File: config.mk
export PLATFORM = sky130hd
export DESIGN_NAME = stream_find_replace_unit
export DESIGN_NICKNAME = d
export VERILOG_FILES = /design/src/hdl/sfr_pkg.sv /design/src/hdl/sfr_cell.sv /design/src/hdl/stream_find_replace_unit.sv
export SDC_FILE = /design/constraint.sdc
export NUM_CORES = 1
export LEC_CHECK = 0
export CAP_MARGIN = 10
export CORE_MARGIN = 3
export CORE_UTILIZATION = 40
export CTS_BUF_LIST = sky130_fd_sc_hd__clkbuf_16
export CTS_CLUSTER_DIAMETER = 200
export DETAILED_ROUTE_END_ITERATION = 7
export DONT_BUFFER_PORTS = 1
export PLACE_DENSITY = 0.54
export SYNTH_ARGS = -nofsm -noshare
export SYNTH_HDL_FRONTEND = slang
export SYNTH_SLANG_ARGS = --single-unit
File: constraint.sdc
create_clock -name clock -period 3.6 [get_ports clock]
set_clock_uncertainty 0.15 [all_clocks]
set_input_delay 0.18 -clock clock [delete_from_list [all_inputs] [get_ports clock]]
set_output_delay 0.18 -clock clock [all_outputs]
set_load 0.01 [all_outputs]
File: src/hdl/sfr_pkg.sv
// Package for the stream find-and-replace unit: payload structs, cell control,
// sequencer states and configuration register indexes.
// No dependencies.
package sfr_pkg;

   typedef struct packed {
      logic [7:0] in_byte;
      logic       in_last;
   } req_type;

   typedef struct packed {
      logic [7:0] out_byte;
      logic       out_valid;
      logic       out_last;
   } rsp_type;

   typedef struct packed {
      logic load;
      logic shift;
   } cell_ctrl_type;

   typedef enum logic [3:0] {
      ST_IDLE  = 4'b0001,
      ST_SCAN  = 4'b0010,
      ST_REPL  = 4'b0100,
      ST_FLUSH = 4'b1000
   } state_type;

   localparam logic [1:0] CSR_PATTERN_BYTES      = 2'd0;
   localparam logic [1:0] CSR_PATTERN_LENGTH     = 2'd1;
   localparam logic [1:0] CSR_REPLACEMENT_BYTES  = 2'd2;
   localparam logic [1:0] CSR_REPLACEMENT_LENGTH = 2'd3;

endpackage

File: src/hdl/sfr_cell.sv
// One cell of the pending byte chain: holds one byte and compares it with
// its pattern byte. Depends on sfr_pkg.
module sfr_cell (
   input  logic                  clock,
   input  sfr_pkg::cell_ctrl_type ctrl,
   input  logic [7:0]            load_byte,
   input  logic [7:0]            next_byte,
   input  logic [7:0]            pattern_byte,
   output logic [7:0]            data,
   output logic                  hit
);

   logic [7:0] data_ff;
   logic [7:0] data_in;

   always_comb begin
      priority if (ctrl.load) begin
         data_in = load_byte;
      end else if (ctrl.shift) begin
         data_in = next_byte;
      end else begin
         data_in = data_ff;
      end
   end

   always_ff @(posedge clock) begin
      data_ff <= data_in;
   end

   assign data = data_ff;
   assign hit  = (data_ff == pattern_byte);

endmodule

File: src/hdl/stream_find_replace_unit.sv
// Stream find-and-replace: one byte per transfer in, rewritten bytes out.
// An input byte is loaded into the pending chain in ST_IDLE; ST_SCAN then
// registers popped bytes into the result register, ST_REPL the replacement
// bytes and ST_FLUSH the remaining bytes or a bare end marker. No new byte is
// taken until the sequencer is back in ST_IDLE; rsp_stall holds it back, and
// the single-byte result register paces it. Reset (synchronous) empties the
// pending chain and restores the register defaults.
module stream_find_replace_unit #(
   parameter int MAX_PATTERN     = 8,
   parameter int MAX_REPLACEMENT = 8
) (
   input  logic             clock,
   input  logic             reset,
   input  logic             req_valid,
   output logic             req_stall,
   input  sfr_pkg::req_type req_data,
   output logic             rsp_valid,
   input  logic             rsp_stall,
   output sfr_pkg::rsp_type rsp_data,
   input  logic             csr_we,
   input  logic [1:0]       csr_index,
   input  logic [63:0]      csr_wdata
);

   localparam int CNT_W  = $clog2(MAX_PATTERN + 1);
   localparam int RCNT_W = (MAX_REPLACEMENT > 0) ? $clog2(MAX_REPLACEMENT + 1) : 1;

   logic [63:0] pattern_bytes_ff;
   logic [3:0]  pattern_length_ff;
   logic [63:0] replacement_bytes_ff;
   logic [3:0]  replacement_length_ff;

   sfr_pkg::state_type state_ff, state_in;
   logic [CNT_W-1:0]   count_ff, count_in;
   logic [RCNT_W-1:0]  ridx_ff, ridx_in;
   logic               shifted_ff, shifted_in;
   logic               last_ff, last_in;
   logic               emitted_ff, emitted_in;
   logic               rsp_valid_ff, rsp_valid_in;
   sfr_pkg::rsp_type   rsp_data_ff, rsp_data_in;

   logic [3:0]        plen_eff;
   logic [3:0]        rlen_eff;
   logic              prefix_ok;
   logic              out_free;
   logic              emit;
   sfr_pkg::rsp_type  emit_data;
   logic              load;
   logic              pop;
   logic [7:0]        rep_byte;

   logic [7:0]             cell_byte [MAX_PATTERN];
   logic [MAX_PATTERN-1:0] cell_hit;

   // configuration
   always_ff @(posedge clock) begin
      if (reset) begin
         pattern_bytes_ff      <= '0;
         pattern_length_ff     <= 4'd1;
         replacement_bytes_ff  <= '0;
         replacement_length_ff <= '0;
      end else if (csr_we) begin
         unique case (csr_index)
            sfr_pkg::CSR_PATTERN_BYTES:      pattern_bytes_ff      <= csr_wdata;
            sfr_pkg::CSR_PATTERN_LENGTH:     pattern_length_ff     <= csr_wdata[3:0];
            sfr_pkg::CSR_REPLACEMENT_BYTES:  replacement_bytes_ff  <= csr_wdata;
            sfr_pkg::CSR_REPLACEMENT_LENGTH: replacement_length_ff <= csr_wdata[3:0];
            default: ;
         endcase
      end
   end

   always_comb begin
      priority if (pattern_length_ff == 4'd0) begin
         plen_eff = 4'd1;
      end else if (pattern_length_ff > 4'(MAX_PATTERN)) begin
         plen_eff = 4'(MAX_PATTERN);
      end else begin
         plen_eff = pattern_length_ff;
      end
      if (replacement_length_ff > 4'(MAX_REPLACEMENT)) begin
         rlen_eff = 4'(MAX_REPLACEMENT);
      end else begin
         rlen_eff = replacement_length_ff;
      end
   end

   // pending byte chain
   for (genvar i = 0; i < MAX_PATTERN; i++) begin : g_cell
      sfr_pkg::cell_ctrl_type ctrl;
      logic [7:0]             next_byte;

      assign ctrl.load  = load && (count_ff == CNT_W'(i));
      assign ctrl.shift = pop;

      if (i == MAX_PATTERN - 1) begin : g_end
         assign next_byte = 8'h00;
      end else begin : g_mid
         assign next_byte = cell_byte[i+1];
      end

      sfr_cell u_cell (
         .clock        (clock),
         .ctrl         (ctrl),
         .load_byte    (req_data.in_byte),
         .next_byte    (next_byte),
         .pattern_byte (pattern_bytes_ff[8*i +: 8]),
         .data         (cell_byte[i]),
         .hit          (cell_hit[i])
      );
   end

   always_comb begin
      prefix_ok = 1'b1;
      for (int i = 0; i < MAX_PATTERN; i++) begin
         if (CNT_W'(i) < count_ff && !cell_hit[i]) begin
            prefix_ok = 1'b0;
         end
      end
   end

   assign rep_byte = 8'(replacement_bytes_ff >> {ridx_ff, 3'b000});
   assign out_free = !rsp_valid_ff || !rsp_stall;

   // sequencer
   always_comb begin
      state_in   = state_ff;
      count_in   = count_ff;
      ridx_in    = ridx_ff;
      shifted_in = shifted_ff;
      last_in    = last_ff;
      emit       = 1'b0;
      emit_data  = '0;
      load       = 1'b0;
      pop        = 1'b0;

      unique case (state_ff)
         sfr_pkg::ST_IDLE: begin
            if (req_valid) begin
               load       = 1'b1;
               count_in   = count_ff + CNT_W'(1);
               last_in    = req_data.in_last;
               shifted_in = 1'b0;
               state_in   = sfr_pkg::ST_SCAN;
            end
         end
         sfr_pkg::ST_SCAN: begin
            priority if (!shifted_ff && 4'(count_ff) == plen_eff && prefix_ok) begin
               count_in = '0;
               ridx_in  = '0;
               state_in = sfr_pkg::ST_REPL;
            end else if (4'(count_ff) < plen_eff && prefix_ok) begin
               state_in = last_ff ? sfr_pkg::ST_FLUSH : sfr_pkg::ST_IDLE;
            end else if (out_free) begin
               emit                = 1'b1;
               emit_data.out_byte  = cell_byte[0];
               emit_data.out_valid = 1'b1;
               emit_data.out_last  = last_ff && (count_ff == CNT_W'(1));
               pop                 = 1'b1;
               count_in            = count_ff - CNT_W'(1);
               shifted_in          = 1'b1;
            end
         end
         sfr_pkg::ST_REPL: begin
            priority if (4'(ridx_ff) == rlen_eff) begin
               state_in = last_ff ? sfr_pkg::ST_FLUSH : sfr_pkg::ST_IDLE;
            end else if (out_free) begin
               emit                = 1'b1;
               emit_data.out_byte  = rep_byte;
               emit_data.out_valid = 1'b1;
               emit_data.out_last  = last_ff && (4'(ridx_ff) + 4'd1 == rlen_eff);
               ridx_in             = ridx_ff + RCNT_W'(1);
            end
         end
         sfr_pkg::ST_FLUSH: begin
            priority if (count_ff == '0) begin
               if (emitted_ff) begin
                  state_in = sfr_pkg::ST_IDLE;
               end else if (out_free) begin
                  // bare end marker
                  emit               = 1'b1;
                  emit_data.out_last = 1'b1;
                  state_in           = sfr_pkg::ST_IDLE;
               end
            end else if (out_free) begin
               emit                = 1'b1;
               emit_data.out_byte  = cell_byte[0];
               emit_data.out_valid = 1'b1;
               emit_data.out_last  = (count_ff == CNT_W'(1));
               pop                 = 1'b1;
               count_in            = count_ff - CNT_W'(1);
            end
         end
         default: begin
            state_in = sfr_pkg::ST_IDLE;
         end
      endcase

      emitted_in = load ? 1'b0 : (emitted_ff || emit);
   end

   always_comb begin
      rsp_valid_in = emit || (rsp_valid_ff && rsp_stall);
      rsp_data_in  = emit ? emit_data : rsp_data_ff;
   end

   always_ff @(posedge clock) begin
      if (reset) begin
         state_ff     <= sfr_pkg::ST_IDLE;
         count_ff     <= '0;
         ridx_ff      <= '0;
         shifted_ff   <= 1'b0;
         last_ff      <= 1'b0;
         emitted_ff   <= 1'b0;
         rsp_valid_ff <= 1'b0;
      end else begin
         state_ff     <= state_in;
         count_ff     <= count_in;
         ridx_ff      <= ridx_in;
         shifted_ff   <= shifted_in;
         last_ff      <= last_in;
         emitted_ff   <= emitted_in;
         rsp_valid_ff <= rsp_valid_in;
      end
   end

   always_ff @(posedge clock) begin
      rsp_data_ff <= rsp_data_in;
   end

   assign req_stall = (state_ff != sfr_pkg::ST_IDLE);
   assign rsp_valid = rsp_valid_ff;
   assign rsp_data  = rsp_data_ff;

`ifndef ASSERT_OFF
   a_count_range: assert property (@(posedge clock) disable iff (reset)
      count_ff <= CNT_W'(MAX_PATTERN))
      else $error("pending count out of range");

   a_bare_marker_last: assert property (@(posedge clock) disable iff (reset)
      (rsp_valid && !rsp_data.out_valid) |-> rsp_data.out_last)
      else $error("empty transfer without end mark");

   a_repl_empty_chain: assert property (@(posedge clock) disable iff (reset)
      (state_ff == sfr_pkg::ST_REPL) |-> (count_ff == '0))
      else $error("pending bytes left during replacement");

   a_pop_emits: assert property (@(posedge clock) disable iff (reset)
      pop |=> (rsp_valid && rsp_data.out_valid))
      else $error("popped byte not presented");
`endif

endmodule
Word-level counts from Yosys, hierarchy flattened

Cells that the tools add are included.

Flip-flop bits (word level): 226
Bits in latches: 0
RAM bits: 0
Bits in read-only memories: 0
Input bits: 80
Output and inout bits: 12
Memories: 0

Add/subtract/negate cells: 3
Multipliers: 0
Div/mod/pow operators: 0
$lt $le $gt $ge: 11
Eq/ne operators: 39
Shift-type cells: 1
Mux-type cells: 71
Bitwise gates (word level): 0
Reductions and logical operators: 60

Operators by type and width:

| kind                                                       | number |
|---|---|
| two-way mux 8 bit                                          | 16 |
| two-way mux 4 bit                                          | 19 |
| == test 8 bit                                              | 8 |
| >> shifter 64 x 7 -> 8 bit                                 | 1 |
| two-way mux 10 bit                                         | 6 |
| one-hot mux 10 bit (3 select lines)                        | 1 |
| logical AND 1 bit                                          | 22 |
| two-way mux 1 bit                                          | 22 |
| == test 4 x 3 -> 1 bit (second input constant)             | 5 |
| inequality test 2 bit (second input constant)              | 10 |
| nonzero test 2 bit                                         | 10 |
| less-than comparator 3 x 4 -> 1 bit (first input constant) | 4 |
| one-hot mux 4 bit (4 select lines)                         | 1 |
| == test 4 x 2 -> 1 bit (second input constant)             | 3 |
| == test 4 bit                                              | 3 |
| one-hot mux 4 bit (3 select lines)                         | 1 |
| zero test 1 bit                                            | 11 |
| AND reduction 2 bit                                        | 5 |
| AND reduction 5 bit                                        | 2 |
| two-way mux 9 bit                                          | 1 |
| inequality test 3 bit (second input constant)              | 3 |
| adder 4 x 1 -> 4 bit (second input constant)               | 2 |
| == test 4 x 1 -> 1 bit (second input constant)             | 2 |
| greater-than comparator 4 bit (second input constant)      | 2 |
| other kinds (17)                                           | 25 |

Longest topological paths before layout

Depth in word-level cells: 17
Gate-level depth with buffers: 12

Hierarchy

Synthesis repeated with hierarchy kept, for this count alone.

Cell total of the unflattened synthesis: 1077
Area, all modules: 10822.9 sq um

Modules (own cells, without submodules):

| module                   | instances | cells each | area an instance (sq um) |
|---|---|---|---|
| stream_find_replace_unit | 1         | 845        | 7109.3 |
| sfr_cell                 | 8         | 29         | 464.2 |

Worst setup path after synthesis

Ideal clock, no wire load.

Path type: register to register
Start: register count_ff[1]
End: register rsp_data_ff, in the netlist rsp_data[0] (enable)
Arrival time: 2.190 ns
Setup slack: 0.880 ns
Cell stages (with the launch flop): 11
Buffers on the path: 0
Path through: dfxtp_1 > inv_1 > ha_1 > inv_1 > a21oi_1 > a21oi_1 > a211oi_2 > o211ai_2 > o21a_1 > a21oi_1 > a21oi_1

Word-level cells in the longest chain between the ends: 14
Elaborated cells between the ends (all ways): 34

RTL lines:

| item                                 | line                            | RTL |
|---|---|---|
| start: declaration                   | stream_find_replace_unit.sv:34  | `logic [CNT_W-1:0] count_ff, count_in;` |
| start signal: assignment             | stream_find_replace_unit.sv:218 | `count_ff <= count_in;` |
| less-than comparator 1 x 4 -> 1 bit  | stream_find_replace_unit.sv:116 | `if (CNT_W'(i) < count_ff && !cell_hit[i]) begin` |
| logical AND 1 bit                    | stream_find_replace_unit.sv:116 |  |
| two-way mux 1 bit (8 in a row)       | stream_find_replace_unit.sv:116 |  |
| logical AND 1 bit                    | stream_find_replace_unit.sv:152 | `end else if (4'(count_ff) < plen_eff && prefix_ok) begin` |
| two-way mux 1 bit                    | stream_find_replace_unit.sv:152 |  |
| two-way mux 1 bit                    | stream_find_replace_unit.sv:148 | `priority if (!shifted_ff && 4'(count_ff) == plen_eff && prefix_ok) begin` |
| one-hot mux 1 bit (3 select lines) * | stream_find_replace_unit.sv:137 | `unique case (state_ff)` |
| via emit                             | stream_find_replace_unit.sv:46  | `logic emit;` |
| end signal: assignment               | stream_find_replace_unit.sv:228 | `rsp_data_ff <= rsp_data_in;` |
| end: declaration                     | stream_find_replace_unit.sv:40  | `sfr_pkg::rsp_type rsp_data_ff, rsp_data_in;` |

Mark *: on every way through the listed nets, which the timed path passes. The rest lies on a longest branch.
A chain may end at the register's enable or synchronous reset.

Worst setup path in the final report

Start: register count_ff[1]
End: register g_cell[7].u_cell.data_ff[5] (enable)

Word-level cells in the longest chain between the ends: 15
Elaborated cells between the ends (all ways): 37

RTL lines:

| item                                  | line                            | RTL |
|---|---|---|
| less-than comparator 1 x 4 -> 1 bit   | stream_find_replace_unit.sv:116 |  |
| logical AND 1 bit                     | stream_find_replace_unit.sv:116 |  |
| two-way mux 1 bit (8 in a row)        | stream_find_replace_unit.sv:116 |  |
| logical AND 1 bit                     | stream_find_replace_unit.sv:152 |  |
| two-way mux 1 bit                     | stream_find_replace_unit.sv:152 |  |
| two-way mux 1 bit                     | stream_find_replace_unit.sv:148 |  |
| one-hot mux 1 bit (2 select lines)    | stream_find_replace_unit.sv:137 |  |
| nonzero test 2 bit (no source line) * | --                              |  |
| end signal: assignment                | sfr_cell.sv:27                  | `data_ff <= data_in;` |
| end: declaration                      | sfr_cell.sv:13                  | `logic [7:0] data_ff;` |

Mark *: on every way between the ends. The rest lies on a longest branch, timed or not.

==> results.sh <==
export IMPL_cts_root_buf="clkbuf_16"
export IMPL_min_period_over_period=0.8853
export IMPL_status="finished clean"
export IMPL_slew_viol_final=0
export IMPL_io_buffers=0
export IMPL_ir_worst_vdd_mv=0.3647
export IMPL_fin_area_um2=12380
export IMPL_vias_per_cell=5.363
export IMPL_fin_tns_setup_ns=0
export IMPL_synth_area_per_cell_um2=9.745
export IMPL_yosysWarnings=0
export IMPL_num_vias=7975
export IMPL_drc=0
export IMPL_hold_viol_final=0
export IMPL_die_area_um2=27860
export IMPL_rows=58
export IMPL_hold_path_class="in -> reg"
export IMPL_p_sw_w=0.002041
export IMPL_start_util=0.4090
export IMPL_clkLatencyLatePin_ns=0.52
export IMPL_yosysUniqueCellTypes=63
export IMPL_syn_nets=1153
export IMPL_clk_pin_slew_worst_paths_ns=0.06
export IMPL_path_common_cell="inv_1"
export IMPL_ant_nets=0
export IMPL_cts_sinks=226
export IMPL_synth_fa_ha_area_frac=0.01208
export IMPL_synth_most_common_cell="nand2_1"
export IMPL_yosys_area_top_type="dfxtp_1"
export IMPL_syn_instance_count=1063
export IMPL_netlist_top_cells_area="dfxtp_1 (29%), edfxtp_1 (21%), nand2_1 (10%)"
export IMPL_swShare=0.2907
export IMPL_die_w_um=166.9
export IMPL_firstDrtPassIters=5
export IMPL_crit_fanout=9
export IMPL_wl_mm=29.63
export IMPL_overflow=0
export IMPL_route_detailed_wl_per_inst_um=19.93
export IMPL_final_util=0.4890
export IMPL_rsz0062_at_grt="no"
export IMPL_required_ns=3.64
export IMPL_tritoncts="built"
export IMPL_p_clk_frac=0.361
export IMPL_ys_seq_area_frac=0.5083
export IMPL_floorplan_io_pins=92
export IMPL_cts_setup_buffers=0
export IMPL_antenna_found_initial=1
export IMPL_fill_cells=2382
export IMPL_setup_viol=0
export IMPL_synth_edf_count=74
export IMPL_core_area_um2=25330
export IMPL_synth_top_family_by_area="simple AND/OR/NAND/NOR gates"
export IMPL_synth_top_area_frac=0.2938
export IMPL_synth_compound_area_frac=0.1167
export IMPL_first_iter_violations=641
export IMPL_cp_start_kind="flip-flop"
export IMPL_p_int_w=0.004981
export IMPL_synth_simple_area_share=0.1635
export IMPL_cp_end_kind="flip-flop"
export IMPL_setup_slack_ns=0.4129
export IMPL_hold_ws_ns=0.05045
export IMPL_die_h_um=166.9
export IMPL_slowest_delay_ns=0.56
export IMPL_async_flop_share=0
export IMPL_grt_max_degree=152
export IMPL_synth_ff_type="dfxtp_1"
export IMPL_netlist_area_um2=10360
export IMPL_path_cells="inv_1 -> ha_1 -> inv_1 -> nor3_2 -> a21oi_1 -> nor2_1 -> o211ai_2 -> o21ai_2 -> a21oi_2 -> or2_1"
export IMPL_grt_pass1_wl_mm=46.13
export IMPL_synthToLayoutAreaGrowth_pct=19.56
export IMPL_first_global_vias=7872
export IMPL_seqPwrFrac=0.449
export IMPL_htreeDepth=1
export IMPL_critPathArrivalTime_ns=3.22
export IMPL_synthTopCellsByCount="nand2_1 (288), dfxtp_1 (152), a21oi_1 (146)"
export IMPL_ctsLongestPathBuffers=3
export IMPL_comb_power_share=0.190
export IMPL_crit_type="reg -> reg"
export IMPL_ys_ff_latch=226
export IMPL_dp_hpwl_mm=20.83
export IMPL_fin_nets=1226
export IMPL_relSlewSlack=0.4666
export IMPL_grt_usage=0.2081
export IMPL_synth_mux_area_fraction=0.1140
export IMPL_drv_max_cap_violation_count=0
export IMPL_period_minus_slack_ns=3.187
export IMPL_gp_congestion=0.8611
export IMPL_numCtsBuffers=26
export IMPL_p_per_area_nw_per_um2=567.1
export IMPL_synth_xor_area_frac=0.05919
export IMPL_placed_cell_area_um2=10670
export IMPL_layout_drive_gt1_share=0.1280
export IMPL_worstMarginPinSlew_ns=0.7982
export IMPL_maxClockFrequency_mhz=313.8
export IMPL_p_leak_nw=4.466
export IMPL_slowest_stage="dfxtp_1"
export IMPL_pre_cts_ws_ns=0.1896
-- registers in the layout, indices dropped and copies added, names as in the netlist --
signal / flops
g_cell.u_cell.data: 64
pattern_bytes_ff: 64
replacement_bytes_ff: 64
rsp_data: 10
count_ff: 4
pattern_length_ff: 4
replacement_length_ff: 4
ridx_ff: 4
state_ff: 4
emitted_ff: 1
last_ff: 1
rsp_valid: 1
shifted_ff: 1
-- cells by family after synthesis --
logic type | count (synthesis)
compound gates | 204
xor+xnor | 70
fa+ha+maj | 10
buf+inv | 68
flops | 226
mux | 91
simple gates | 394
-- path summary, 6_finish.rpt --
path | startpoint | endpoint | slack, ns | depth (start not counted)
setup / recovery | count_ff[1] | g_cell[7].u_cell.data[5] | 0.41 | 10
hold / removal | req_valid | count_ff[0] | 0.05 | 2
setup reg to reg | count_ff[1] | g_cell[7].u_cell.data[5] | 0.41 | 10
hold reg to reg | replacement_bytes_ff[19] | replacement_bytes_ff[19] | 0.30 | 2
-- power by group through the flow --
stage	logic [W]	registers, W	clock network [W]
after floorplan	0.000974	0.00312	0
after global placement	0.00116	0.00320	0
after detailed placement	0.00116	0.00321	0
after CTS	0.00132	0.00315	0.00259
after global routing	0.00148	0.00318	0.00270
final	0.00134	0.00315	0.00253
-- area by class of cell --
type / instances / area [um2] / share of cell area
Sequential cell: 226 / 5265 / 0.4251
Multi-Input combinational cell: 769 / 4845 / 0.3912
Tap cell: 330 / 412.9 / 0.03334
Clock buffer: 27 / 675.6 / 0.05456
Clock inverter: 21 / 141.4 / 0.01142
Antenna cell: 1 / 2.502 / 0.0002021
Inverter: 11 / 41.29 / 0.003334
Timing Repair Buffer: 102 / 1001 / 0.08082
-- critical path, delay by kind of cell, from the launching register on --
kind                     cells  cell delay (ns)
AO/OA/AOI/OAI                4             1.01
AND/OR/NAND/NOR              3             0.58
flip-flops                   1             0.56
buffers and inverters        2             0.30
adder cells (fa/ha/maj)      1             0.26
-- placed cells by master (no fill, tap or decap), drive strengths merged, types with 11 or more instances in the layout --
| master | count |
|---|---|
| nand2 | 288 |
| dfxtp | 152 |
| a21oi | 149 |
| dlygate4sd3 | 86 |
| edfxtp | 74 |
| xor2 | 67 |
| mux2 | 56 |
| nor2 | 32 |
| clkbuf | 27 |
| mux2i | 19 |
| nor4 | 17 |
| inv | 17 |
| mux4 | 16 |
| buf | 16 |
| clkinv | 13 |
| o21ai | 11 |
-- routing by layer --
layer	GRT usage	wire length (um)	vias to the layer above
met2	0.3424	13820	226
li1	-	-	3864
met1	0.2896	13550	3840
met4	0.05237	695	0
met5	0	0	-
met3	0.03133	1557	45
-- per-stage QoR --
| step | cells | total power [W] |
|---|---|---|
| 2_1_floorplan | 1063 | 0.004092 |
| 3_3_place_gp | 1351 | 0.004355 |
| 3_5_place_dp | 1351 | 0.004368 |
| 4_1_cts | 1486 | 0.007069 |
| 5_1_grt | 1487 | 0.007353 |
| 6_report | 1487 | 0.007023 |
-- repair_timing --
action	in CTS	in global routing
endpoints found under the setup margin	0	10
hold buffers	87	0
hold endpoints to repair	216	0
resized for setup	0	1
Power figures use the tool's default switching activity.
